===== src/rtl/mfhc_pkg.sv =====
`timescale 1ns / 1ps
// ----------------------------------------------------------------------------
// mfhc_pkg
// Shared types and constants for the module file header checker.
// ----------------------------------------------------------------------------
package mfhc_pkg;

  localparam int unsigned WordW  = 32;
  localparam int unsigned BytesW = 3;

  localparam logic [WordW-1:0] TAG_WORD    = 32'd0;
  localparam logic [WordW-1:0] VTYPE_WORD  = 32'd4;
  localparam logic [WordW-1:0] LENGTH_WORD = 32'd8;
  localparam logic [WordW-1:0] SKIP_WORD   = 32'd11;
  localparam logic [WordW-1:0] TAG_MAX     = 32'd10;
  localparam logic [WordW-1:0] VTYPE_MAX   = 32'd3;
  localparam logic [WordW-1:0] TAG_NEED    = 32'h4;
  localparam logic [WordW-1:0] VTYPE_NEED  = 32'h14;
  localparam logic [WordW-1:0] MIN_FILE    = 32'h30;
  localparam logic [WordW-1:0] SAT_VALUE   = 32'hFFFF_FFFF;

  localparam logic [BytesW-1:0] FULL_WORD_BYTES = 3'd4;

  typedef enum logic [2:0] {
    FAIL_NONE     = 3'd0,
    FAIL_TAG      = 3'd1,
    FAIL_VTYPE    = 3'd2,
    FAIL_LENGTH   = 3'd3,
    FAIL_CHECKSUM = 3'd4
  } failure_e;

  typedef struct packed {
    logic [WordW-1:0]  file_word;
    logic [BytesW-1:0] bytes_in_word;
    logic              last_word;
  } item_t;

  typedef struct packed {
    logic             file_accepted;
    logic [2:0]       failure_code;
    logic [WordW-1:0] computed_checksum;
  } result_t;

endpackage


===== src/rtl/mfhc_if.sv =====
`timescale 1ns / 1ps
// ----------------------------------------------------------------------------
// mfhc_if
// Valid/ready channels for file words and verdicts.
// ----------------------------------------------------------------------------
interface mfhc_item_if;
  logic        valid;
  logic        ready;
  logic [31:0] file_word;
  logic [2:0]  bytes_in_word;
  logic        last_word;

  modport source (output valid, output file_word, output bytes_in_word,
                  output last_word, input ready);
  modport sink   (input valid, input file_word, input bytes_in_word,
                  input last_word, output ready);
endinterface

interface mfhc_result_if;
  logic        valid;
  logic        ready;
  logic        file_accepted;
  logic [2:0]  failure_code;
  logic [31:0] computed_checksum;

  modport source (output valid, output file_accepted, output failure_code,
                  output computed_checksum, input ready);
  modport sink   (input valid, input file_accepted, input failure_code,
                  input computed_checksum, output ready);
endinterface


===== src/rtl/mfhc_in_reg.sv =====
`timescale 1ns / 1ps
// ----------------------------------------------------------------------------
// mfhc_in_reg
// Input register stage holding one accepted item.
// ----------------------------------------------------------------------------
module mfhc_in_reg (
  input  logic           clk_i,
  input  logic           rst_ni,
  input  logic           in_valid_i,
  input  mfhc_pkg::item_t in_item_i,
  output logic           in_ready_o,
  input  logic           take_i,
  output logic           s1_valid_o,
  output mfhc_pkg::item_t s1_item_o
);

  logic            valid_q;
  mfhc_pkg::item_t item_q;
  logic            accept;

  assign in_ready_o = !valid_q || take_i;
  assign accept     = in_valid_i && in_ready_o;

  always_ff @(posedge clk_i or negedge rst_ni) begin
    if (!rst_ni) begin
      valid_q <= 1'b0;
    end else if (accept) begin
      valid_q <= 1'b1;
    end else if (take_i) begin
      valid_q <= 1'b0;
    end
  end

  always_ff @(posedge clk_i) begin
    if (accept) begin
      item_q <= in_item_i;
    end
  end

  assign s1_valid_o = valid_q;
  assign s1_item_o  = item_q;

endmodule


===== src/rtl/mfhc_core.sv =====
`timescale 1ns / 1ps
// ----------------------------------------------------------------------------
// mfhc_core
// Running sum, byte count and header flags; forms the verdict on the last item.
// ----------------------------------------------------------------------------
module mfhc_core (
  input  logic             clk_i,
  input  logic             rst_ni,
  input  logic             s1_valid_i,
  input  mfhc_pkg::item_t  s1_item_i,
  input  logic             out_free_i,
  output logic             take_o,
  output logic             res_load_o,
  output mfhc_pkg::result_t res_o
);

  logic [31:0] pos_q, pos_d, pos_n;
  logic [31:0] bt_q, bt_d, bt_n;
  logic [31:0] sum_q, sum_d, sum_n;
  logic        tag_q, tag_d, tag_n;
  logic        vtype_q, vtype_d, vtype_n;
  logic [31:0] len_q, len_d, len_n;
  logic [31:0] cks_q, cks_d, cks_n;

  logic [2:0]  nb;
  logic [32:0] bt_sum;
  logic [31:0] w;
  logic [31:0] cks;
  mfhc_pkg::failure_e code;

  assign w          = s1_item_i.file_word;
  assign take_o     = s1_valid_i && (!s1_item_i.last_word || out_free_i);
  assign res_load_o = take_o && s1_item_i.last_word;

  always_comb begin
    nb = (s1_item_i.bytes_in_word > mfhc_pkg::FULL_WORD_BYTES) ?
         mfhc_pkg::FULL_WORD_BYTES : s1_item_i.bytes_in_word;

    tag_n   = (pos_q == mfhc_pkg::TAG_WORD) ?
              (w >= 32'd1 && w <= mfhc_pkg::TAG_MAX) : tag_q;
    vtype_n = (pos_q == mfhc_pkg::VTYPE_WORD) ?
              (w >= 32'd1 && w <= mfhc_pkg::VTYPE_MAX) : vtype_q;
    len_n   = (pos_q == mfhc_pkg::LENGTH_WORD) ? w : len_q;
    cks_n   = (pos_q == mfhc_pkg::SKIP_WORD) ? w : cks_q;

    sum_n = (nb == mfhc_pkg::FULL_WORD_BYTES && pos_q != mfhc_pkg::SKIP_WORD) ?
            sum_q + w : sum_q;

    bt_sum = {1'b0, bt_q} + {30'd0, nb};
    bt_n   = bt_sum[32] ? mfhc_pkg::SAT_VALUE : bt_sum[31:0];
    pos_n  = (pos_q == mfhc_pkg::SAT_VALUE) ? pos_q : pos_q + 32'd1;

    cks = 32'd0 - sum_n;
    if (bt_n >= mfhc_pkg::TAG_NEED && !tag_n) begin
      code = mfhc_pkg::FAIL_TAG;
    end else if (bt_n >= mfhc_pkg::VTYPE_NEED && !vtype_n) begin
      code = mfhc_pkg::FAIL_VTYPE;
    end else if (bt_n < mfhc_pkg::MIN_FILE || bt_n != len_n) begin
      code = mfhc_pkg::FAIL_LENGTH;
    end else if (cks != cks_n) begin
      code = mfhc_pkg::FAIL_CHECKSUM;
    end else begin
      code = mfhc_pkg::FAIL_NONE;
    end

    res_o.file_accepted     = (code == mfhc_pkg::FAIL_NONE);
    res_o.failure_code      = code;
    res_o.computed_checksum = cks;

    pos_d   = pos_q;
    bt_d    = bt_q;
    sum_d   = sum_q;
    tag_d   = tag_q;
    vtype_d = vtype_q;
    len_d   = len_q;
    cks_d   = cks_q;
    if (take_o) begin
      if (s1_item_i.last_word) begin
        // verdict given, start the next file from scratch
        pos_d   = '0;
        bt_d    = '0;
        sum_d   = '0;
        tag_d   = 1'b0;
        vtype_d = 1'b0;
        len_d   = '0;
        cks_d   = '0;
      end else begin
        pos_d   = pos_n;
        bt_d    = bt_n;
        sum_d   = sum_n;
        tag_d   = tag_n;
        vtype_d = vtype_n;
        len_d   = len_n;
        cks_d   = cks_n;
      end
    end
  end

  always_ff @(posedge clk_i or negedge rst_ni) begin
    if (!rst_ni) begin
      pos_q   <= '0;
      bt_q    <= '0;
      sum_q   <= '0;
      tag_q   <= 1'b0;
      vtype_q <= 1'b0;
      len_q   <= '0;
      cks_q   <= '0;
    end else begin
      pos_q   <= pos_d;
      bt_q    <= bt_d;
      sum_q   <= sum_d;
      tag_q   <= tag_d;
      vtype_q <= vtype_d;
      len_q   <= len_d;
      cks_q   <= cks_d;
    end
  end

  a_clear_after_last: assert property (@(posedge clk_i) disable iff (!rst_ni)
    res_load_o |=> (pos_q == '0 && bt_q == '0 && sum_q == '0))
    else $error("state not cleared after verdict");

  a_pos_step: assert property (@(posedge clk_i) disable iff (!rst_ni)
    (take_o && !s1_item_i.last_word && pos_q != mfhc_pkg::SAT_VALUE)
    |=> pos_q == $past(pos_q) + 32'd1)
    else $error("word position did not advance");

  a_hold_idle: assert property (@(posedge clk_i) disable iff (!rst_ni)
    !take_o |=> ($stable(sum_q) && $stable(bt_q) && $stable(pos_q)))
    else $error("state changed without an item");

  a_load_space: assert property (@(posedge clk_i) disable iff (!rst_ni)
    res_load_o |-> out_free_i)
    else $error("verdict loaded into a full output register");

endmodule


===== src/rtl/mfhc_out_reg.sv =====
`timescale 1ns / 1ps
// ----------------------------------------------------------------------------
// mfhc_out_reg
// Result register holding one verdict until it is taken.
// ----------------------------------------------------------------------------
module mfhc_out_reg (
  input  logic              clk_i,
  input  logic              rst_ni,
  input  logic              load_i,
  input  mfhc_pkg::result_t res_i,
  output logic              free_o,
  output logic              out_valid_o,
  input  logic              out_ready_i,
  output mfhc_pkg::result_t out_res_o
);

  logic              valid_q;
  mfhc_pkg::result_t res_q;

  assign free_o = !valid_q || out_ready_i;

  always_ff @(posedge clk_i or negedge rst_ni) begin
    if (!rst_ni) begin
      valid_q <= 1'b0;
    end else if (load_i) begin
      valid_q <= 1'b1;
    end else if (out_ready_i) begin
      valid_q <= 1'b0;
    end
  end

  always_ff @(posedge clk_i) begin
    if (load_i) begin
      res_q <= res_i;
    end
  end

  assign out_valid_o = valid_q;
  assign out_res_o   = res_q;

endmodule


===== src/rtl/module_file_header_checker_core.sv =====
`timescale 1ns / 1ps
// a verdict enters the result register as the core takes the file's last item
// throughput: one word per cycle while the result register can take each verdict
// the input register takes a new item while a verdict waits, unless it holds a last word
// reset: asynchronous, active low; clears the file state and both valid flags
// no clearing pass; the block accepts items as soon as it leaves reset
// ----------------------------------------------------------------------------
// module_file_header_checker_core
// Checks the header fields and word-sum checksum of a file given word by word.
// ----------------------------------------------------------------------------
module module_file_header_checker_core (
  input  logic clk_i,
  input  logic rst_ni,
  mfhc_item_if.sink     item_i,
  mfhc_result_if.source result_o
);

  mfhc_pkg::item_t   in_item;
  mfhc_pkg::item_t   s1_item;
  mfhc_pkg::result_t core_res;
  mfhc_pkg::result_t out_res;
  logic              s1_valid;
  logic              take;
  logic              res_load;
  logic              out_free;

  assign in_item.file_word     = item_i.file_word;
  assign in_item.bytes_in_word = item_i.bytes_in_word;
  assign in_item.last_word     = item_i.last_word;

  mfhc_in_reg u_in_reg (
    .clk_i      (clk_i),
    .rst_ni     (rst_ni),
    .in_valid_i (item_i.valid),
    .in_item_i  (in_item),
    .in_ready_o (item_i.ready),
    .take_i     (take),
    .s1_valid_o (s1_valid),
    .s1_item_o  (s1_item)
  );

  mfhc_core u_core (
    .clk_i      (clk_i),
    .rst_ni     (rst_ni),
    .s1_valid_i (s1_valid),
    .s1_item_i  (s1_item),
    .out_free_i (out_free),
    .take_o     (take),
    .res_load_o (res_load),
    .res_o      (core_res)
  );

  mfhc_out_reg u_out_reg (
    .clk_i       (clk_i),
    .rst_ni      (rst_ni),
    .load_i      (res_load),
    .res_i       (core_res),
    .free_o      (out_free),
    .out_valid_o (result_o.valid),
    .out_ready_i (result_o.ready),
    .out_res_o   (out_res)
  );

  assign result_o.file_accepted     = out_res.file_accepted;
  assign result_o.failure_code      = out_res.failure_code;
  assign result_o.computed_checksum = out_res.computed_checksum;

endmodule


===== src/flat_wrapper.sv =====
// flat-port wrapper written by rule: the top's interface ports become plain ports
module module_file_header_checker_core_flat 
  (clk_i, rst_ni, item_i_valid, item_i_file_word, item_i_bytes_in_word, item_i_last_word, item_i_ready, result_o_valid, result_o_file_accepted, result_o_failure_code, result_o_computed_checksum, result_o_ready);
  mfhc_item_if item_i_i ();
  mfhc_result_if result_o_i ();
  input  logic clk_i;
  input  logic rst_ni;
  input wire logic [$bits(item_i_i.valid)-1:0] item_i_valid;
  input wire logic [$bits(item_i_i.file_word)-1:0] item_i_file_word;
  input wire logic [$bits(item_i_i.bytes_in_word)-1:0] item_i_bytes_in_word;
  input wire logic [$bits(item_i_i.last_word)-1:0] item_i_last_word;
  output wire logic [$bits(item_i_i.ready)-1:0] item_i_ready;
  output wire logic [$bits(result_o_i.valid)-1:0] result_o_valid;
  output wire logic [$bits(result_o_i.file_accepted)-1:0] result_o_file_accepted;
  output wire logic [$bits(result_o_i.failure_code)-1:0] result_o_failure_code;
  output wire logic [$bits(result_o_i.computed_checksum)-1:0] result_o_computed_checksum;
  input wire logic [$bits(result_o_i.ready)-1:0] result_o_ready;
  assign item_i_i.valid = item_i_valid;
  assign item_i_i.file_word = item_i_file_word;
  assign item_i_i.bytes_in_word = item_i_bytes_in_word;
  assign item_i_i.last_word = item_i_last_word;
  assign item_i_ready = item_i_i.ready;
  assign result_o_valid = result_o_i.valid;
  assign result_o_file_accepted = result_o_i.file_accepted;
  assign result_o_failure_code = result_o_i.failure_code;
  assign result_o_computed_checksum = result_o_i.computed_checksum;
  assign result_o_i.ready = result_o_ready;
  module_file_header_checker_core u_core (.clk_i(clk_i), .rst_ni(rst_ni), .item_i(item_i_i), .result_o(result_o_i));
endmodule

===== config.mk =====
export PLATFORM = sky130hd
export DESIGN_NAME = module_file_header_checker_core_flat
export DESIGN_NICKNAME = d
export VERILOG_FILES = /design/src/rtl/mfhc_pkg.sv /design/src/rtl/mfhc_if.sv /design/src/rtl/mfhc_in_reg.sv /design/src/rtl/mfhc_core.sv /design/src/rtl/mfhc_out_reg.sv /design/src/rtl/module_file_header_checker_core.sv /design/src/flat_wrapper.sv
export SDC_FILE = /design/constraint.sdc
export NUM_CORES = 1
export LEC_CHECK = 0
export BUFFER_PORTS_ARGS = -buffer_cell sky130_fd_sc_hd__buf_2
export CORE_UTILIZATION = 60
export CTS_BUF_LIST = sky130_fd_sc_hd__clkbuf_2
export DETAILED_ROUTE_END_ITERATION = 12
export PLACE_DENSITY = 0.88
export SLEW_MARGIN = 20
export SYNTH_ARGS = -nofsm -noshare
export SYNTH_HDL_FRONTEND = slang
export SYNTH_SLANG_ARGS = --single-unit

===== constraint.sdc =====
create_clock -name clk_i -period 11.1 [get_ports clk_i]
set_input_delay 2.22 -clock clk_i [delete_from_list [all_inputs] [get_ports clk_i]]
set_output_delay 2.22 -clock clk_i [all_outputs]
set_load 0.01 [all_outputs]

==> metrics.md, run 1 <==
| Metric | Value |
|---|---|
| TritonCTS buffer count | `67` |
| Post-synthesis compound-gate area fraction | `20.1%` |
| Placed Instances | `2,058` |
| Internal power | `1.74 mW` |
| Routed len/inst | `21.1 um` |
| Die Y | `164 um` |
| Clock insertion delay at the later pin of the skew report | `0.86 ns` |
| # Max-Cap Violations | `0` |
| Mux contribution to synthesized area | `4.44%` |
| Sequence of cells on the critical path | `nor4_2 -> nand4_1 -> o21ai_4 -> buf_4 -> mux2i_1 -> ha_1 -> nand2_1 -> a221o_1 -> mux2i_4 -> o211ai_1 -> nor2_2 -> nand4_4 -> nand4b_1 -> xnor3_1 -> o2111ai_1 -> or4_1 -> nor4_2 -> nor4_1` |
| Crit path largest cell delay | `0.59 ns` |
| Count leader, synth | `nand2_1` |
| Count of pins over their slew limit | `0` |
| Ys flop type | `dfrtp_1` |
| FP Rows | `58` |
| Share of the synthesized area in the top cell type | `26.1%` |
| Period utilization | `52.6%` |
| Simple logic cell fraction of the synthesized area | `20.8%` |
| GRT overflow | `0` |
| Top cell type by total area after synthesis | `dfrtp_1` |
| Post-Syn Area | `0.0157 mm^2` |
| Root Buffer | `clkbuf_2` |
| First-pass GRT wire length | `72,700 um` |
| Reg power frac | `38.7%` |
| RSZ-0062 raised after global routing | `no` |
| Fin util | `66.6%` |
| Area Growth Syn to Fin | `7.85%` |
| Setup Fix Bufs, Post-CTS | `0` |
| Sequential share of the synthesized area | `39.8%` |
| 1st-pass router iterations | `6` |
| Design area | `0.0170 mm^2` |
| CTS clk-pin slew, worst paths | `0.09 ns` |
| Initial antenna violation count | `1` |
| Chip width | `164 um` |
| ANT nets after route | `0` |
| Drt via density | `6.67` |
| Status | `complete, no violations` |
| Distinct cell type count after synthesis | `94` |
| Crit end category | `flop` |
| Worst setup margin | `5.26 ns` |
| Hold Path Class | `reg -> reg` |
| Fmax achieved | `171 MHz` |
| Total power | `2.86 mW` |
| Max Root-Sink Buffers | `3` |
| Main combinational cell family by area after synthesis | `simple AND/OR/NAND/NOR gates` |
| CTS Hold Bufs | `0` |
| CTS tree | `built` |
| Final Hold Vio Count | `0` |
| Htree depth | `3` |
| Total Wirelength | `45,900 um` |
| Clock sinks | `236` |
| Final min period | `5.84 ns` |
| Area contributors post-synth | `dfrtp_1 26%, edfxtp_1 14%, nand2_1 5.6%` |
| Post-DP HPWL | `32,600 um` |
| Vias in the first global route | `13,900` |
| Vias | `14,500` |
| WP data arrival | `6.43 ns` |
| Worst Path Class, Setup | `reg -> reg` |
| Leak | `7.27 nW` |
| Gp weighted congestion | `0.989` |
| Gate Count Post-Synth | `1,729` |
| Post-synthesis adder-cell area fraction | `3.20%` |
| Gate power share | `35.9%` |
| Peak VDD IR | `0.113 mV` |
| Final cell count without fillers | `2,179` |
| PwrDens | `169 mW/mm^2` |
| Crit-path slowest cell | `or4_1` |
| Crit path max fanout | `56` |
| Switch share | `39.4%` |
| Num ports | `78` |
| Layout Nets | `1,876` |
| Ratio of cells with drive above 1 in the final layout | `14.2%` |
| Synthesized area per cell | `9.10 um^2` |
| Async S/R FF share, synth | `69.5%` |
| Switching pwr | `1.13 mW` |
| Crit start category | `flop` |
| Setup Skew | `0.0744 ns` |
| Worst Path Required | `11.69 ns` |
| Initial Util | `61.8%` |
| Top cells by count, synth | `233 x nand2_1, 164 x dfrtp_1, 151 x o21ai_0, 108 x nor2_1, 106 x a21oi_1` |
| Final hold slack | `0.481 ns` |
| XOR/XNOR share of the synthesized area | `8.59%` |
| Syn_nets | `1,808` |
| Post-place setup slack | `5.37 ns` |
| Initial DRC Count | `1,718` |
| Post-Place Cell Area | `0.0163 mm^2` |
| Core Area | `0.0255 mm^2` |
| Clock power frac | `25.4%` |
| Final setup vio count | `0` |
| Worst slew margin | `28.7%` |
| Crit-path most repeated cell | `nor4_2` |
| Largest net degree at the start of global routing | `72` |
| Die ar. | `0.0269 mm^2` |
| Worst-Margin Slew | `1.07 ns` |
| Post-synthesis register bit count | `236` |
| Port Buffers | `77` |
| Yosys warnings | `0` |
| Post-route setup TNS | `0 ns` |
| DRC viols | `0` |
| Post-synth EDFFs | `72` |
| Post_cts resized | `0` |
| All-layer global routing usage | `34.9%` |
[metal layers]
metal | share of wire, % | vias to the layer above | GRT usage (%)
li1 | - | 6526 | -
met1 | 39 | 6910 | 45.8
met2 | 45 | 910 | 53.7
met3 | 10 | 189 | 7.55
met4 | 5.3 | 0 | 19.5
met5 | 0 | - | 0
[placed cells by master, fill, tap and decap left out, drive strengths merged, types with 10 or more instances in the layout]
cell      n
a211oi   11
ha       37
nor4     27
nand4    34
nor2b    11
clkinv   13
a22oi    30
o21ai   159
nor3     29
nand2   233
and3     36
a31oi    21
and4     16
and2     31
o21a     10
nor2    112
a21oi   108
inv      26
nand3    56
clkbuf  100
edfxtp   72
mux2i    58
xor2     66
or3      20
xnor2    78
a21o     18
dfrtp   164
a22o     30
buf      91
o211ai   12
[critical path: cells and delay by family (launching register included)]
family | cells | cell delay, ns
and+or+nand+nor | 9 | 2.59
AOI/OAI and AO/OA | 4 | 0.85
buffers and inverters | 1 | 0.56
muxes | 2 | 0.55
DFF | 1 | 0.44
xor gates and xnor gates | 1 | 0.34
adders and majority gates | 1 | 0.26
[state kept, by name (all words and copies together), names as in the netlist]
name,count
u_core.u_core.tag_q,1
u_core.u_core.bt_q,32
u_core.u_core.cks_q,32
u_core.u_out_reg.out_valid_o,1
u_core.u_core.len_q,32
u_core.u_core.sum_q,32
u_core.u_core.vtype_q,1
u_core.u_in_reg.s1_valid_o,1
u_core.u_out_reg.out_res_o,36
u_core.u_in_reg.s1_item_o,36
u_core.u_core.pos_q,32
[power groups by stage]
stage | clock network (mW) | registers [mW] | logic [mW]
global route | 0.775 | 1.12 | 1.12
CTS | 0.732 | 1.10 | 1.00
detailed placement | 0 | 1.12 | 0.997
finish | 0.726 | 1.11 | 1.03
global placement | 0 | 1.11 | 0.973
floorplan | 0 | 1.10 | 0.746
[worst paths after layout]
path	to	slack (ns)	startpoint	cells past startpoint
worst min-delay path	u_core.u_core.len_q[18]	0.48	u_core.u_core.len_q[18]	2
worst max-delay path	u_core.u_out_reg.out_res_o[34]	5.26	u_core.u_core.pos_q[16]	18
worst min register to register	u_core.u_core.len_q[18]	0.48	u_core.u_core.len_q[18]	2
max in group asynchronous	u_core.u_core.cks_q[31]	7.85	rst_ni	3
min in group asynchronous	u_core.u_core.sum_q[20]	1.32	rst_ni	1
worst max register to register	u_core.u_out_reg.out_res_o[34]	5.26	u_core.u_core.pos_q[16]	18
[logic make-up after synthesis]
group	count (synthesis)
AO/OA/AOI/OAI	480
AND/OR/NAND/NOR	645
multiplexers	66
buffers and inverters	116
adder cells (fa/ha/maj)	39
XOR/XNOR	147
flip-flops	236
[final cells by class]
| cell class | instances | area (um^2) |
|---|---|---|
| timing repair buffer | 91 | 497 |
| clock buffer | 100 | 500 |
| multi-input combinational | 1377 | 9020 |
| fill | 1980 | 8500 |
| tap | 330 | 413 |
| clock inverter | 20 | 189 |
| sequential | 236 | 6270 |
| antenna | 1 | 2.50 |
| inverter | 24 | 90.1 |
Note: power is estimated with default switching activity, not from simulation.
==> run 2, diff against run 1 <==
Settings changed: CORE_UTILIZATION 60 to 58, PLACE_DENSITY 0.88 to 0.89.
Clock period 11.1 ns to 4.95 ns, I/O delays scaled along.
==> metrics.md, run 2 (synthesis results as in run 1) <==
| Metric | Value |
|---|---|
| Worst-Margin Slew | `1.33 ns` |
| First-pass GRT wire length | `75,300 um` |
| Worst Path Class, Setup | `reg -> reg` |
| Crit-path most repeated cell | `nor4_4` |
| Final Hold Vio Count | `0` |
| Leak | `7.74 nW` |
| Failing checks | `negative setup slack` |
| Largest net degree at the start of global routing | `94` |
| Highest routed layer | `met4` |
| CTS tree | `built` |
| Final setup vio count | `2` |
| Fillcell total | `2,023` |
| Chip width | `167 um` |
| TritonCTS buffer count | `67` |
| Core Area | `0.0264 mm^2` |
| DRC viols | `0` |
| Die Y | `167 um` |
| Port Buffers | `77` |
| Final hold slack | `0.252 ns` |
| WP data arrival | `5.75 ns` |
| 1st-pass router iterations | `6` |
| Crit path max fanout | `7` |
| Crit start category | `flop` |
| PwrDens | `367 mW/mm^2` |
| All-layer global routing usage | `34.3%` |
| Root Buffer | `clkbuf_2` |
| Status | `complete, but fails checks` |
| Max Root-Sink Buffers | `3` |
| Num ports | `78` |
| Crit path largest cell delay | `0.56 ns` |
| Initial DRC Count | `1,791` |
| Storage element area | `0.00628 mm^2` |
| WL met2 | `22,300 um` |
| Layout Nets | `1,957` |
| Initial Util | `59.7%` |
| Vias | `15,000` |
| Top Family by Delay on Critical Path | `simple AND/OR/NAND/NOR gates` |
| Htree depth | `3` |
| FP Rows | `59` |
| Vias in the first global route | `14,300` |
| Clock sinks | `236` |
| Area Growth Syn to Fin | `13.5%` |
| Crit end category | `flop` |
| Worst setup margin | `-0.0818 ns` |
| Post-DP HPWL | `33,700 um` |
| Routed len/inst | `21.6 um` |
| Ratio of cells with drive above 1 in the final layout | `20.4%` |
| Sequence of cells on the critical path | `nor4_4 -> nand4_1 -> o21ai_4 -> mux2i_1 -> ha_2 -> nand2_2 -> a221o_1 -> mux2i_4 -> o211ai_1 -> nor2_2 -> nand4_4 -> buf_4 -> nor2_1 -> xnor2_2 -> xnor2_1 -> or4_4 -> nor4_4 -> and3_1` |
| Post-route setup TNS | `-0.149 ns` |
| Fmax achieved | `199 MHz` |
| Post-place setup slack | `-0.00665 ns` |
| Commonest non-fill, non-tap cell in the layout | `nand2_1` |
| Hold Path Class | `in -> async` |
| Final min period | `5.03 ns` |
| ANT nets after route | `0` |
| # Max-Cap Violations | `0` |
| Most frequent cells in the layout | `229 x nand2_1, 156 x dfrtp_1, 148 x o21ai_0, 107 x clkbuf_2, 106 x nor2_1` |
| Met3 wire len | `4920 um` |
| Setup Skew | `0.0955 ns` |
| CP Buf/Inv Count | `1` |
| Peak VDD IR | `0.208 mV` |
| GRT overflow | `0` |
| Gp weighted congestion | `0.955` |
| Worst slew margin | `11.3%` |
| Worst Path Required | `5.67 ns` |
| Total power | `6.55 mW` |
| Period utilization | `102%` |
| Crit-path slowest cell | `or4_4` |
| Die ar. | `0.0278 mm^2` |
| CTS clk-pin slew, worst paths | `0.12 ns` |
| Clock insertion delay at the later pin of the skew report | `0.89 ns` |
| CTS Hold Bufs | `0` |
| Drt via density | `6.60` |
| Met1 Routed Length | `18,800 um` |
| RSZ-0062 raised after global routing | `yes` |
| Total Wirelength | `48,900 um` |
| Area of the multi-input gates | `0.00931 mm^2` |
| Count of pins over their slew limit | `0` |
| Initial antenna violation count | `1` |
## run 2: layout make-up
class,count,area share [%]
Antenna cell,1,0.0140
Clock buffer,107,3.00
Clock inverter,16,0.526
Inverter,24,0.511
Multi-Input combinational cell,1377,52.2
Sequential cell,236,35.1
Tap cell,335,2.35
Timing Repair Buffer,172,6.30
## run 2: what timing repair did
item,4_1_cts,5_1_grt
pin swaps,1,29
buffers inserted,1,24
setup endpoints to repair,2,4
resized for setup,2,64
## run 2: per-layer routing
metal  GRT usage (%)  vias up
met3            7.20      219
met1            43.9     7147
met4            20.2        0
met2            53.8      910
li1                -     6702
met5               0        -
## run 2: path summary, 6_finish.rpt
check | startpoint | depth (start not counted) | slack (ns) | endpoint
worst max-delay path | u_core.u_core.pos_q[12] | 18 | -0.08 | u_core.u_out_reg.out_res_o[35]
worst min-delay path | rst_ni | 1 | 0.25 | u_core.u_core.sum_q[6]
worst max register to register | u_core.u_core.pos_q[12] | 18 | -0.08 | u_core.u_out_reg.out_res_o[35]
worst min register to register | u_core.u_core.len_q[18] | 2 | 0.48 | u_core.u_core.len_q[18]
max in group asynchronous | rst_ni | 2 | 3.69 | u_core.u_core.cks_q[15]
min in group clk_i | item_i_file_word[30] | 1 | 0.31 | u_core.u_in_reg.s1_item_o[34]
## run 2: metrics by stage
| stage | cell area [um^2] | cells | util [%] |
|---|---|---|---|
| finish | 17900 | 2268 | 67.8 |
| global route | 17900 | 2268 | 67.8 |
| CTS | 17400 | 2243 | 66.0 |
| detailed placement | 16700 | 2119 | 63.5 |
| global placement | 16700 | 2119 | 63.5 |
| floorplan | 15800 | 1729 | - |
## run 2: where the power goes
| part | total, mW | internal, mW | switching (mW) |
|---|---|---|---|
| clock | 1.52 | 0.621 | 0.899 |
| combinational | 2.56 | 1.02 | 1.54 |
| sequential | 2.48 | 2.27 | 0.210 |
| total | 6.55 | 3.91 | 2.65 |
## run 2: worst reg2reg max path: stages (launching register included)
cell and delay [ns]:
dfrtp_1 0.48, nor4_4 0.34, nand4_1 0.27, o21ai_4 0.24, mux2i_1 0.27, ha_2 0.25, nand2_2 0.08, a221o_1 0.31
mux2i_4 0.22, o211ai_1 0.20, nor2_2 0.23, nand4_4 0.20, buf_4 0.20, nor2_1 0.19, xnor2_2 0.19, xnor2_1 0.13
or4_4 0.56, nor4_4 0.34, and3_1 0.20
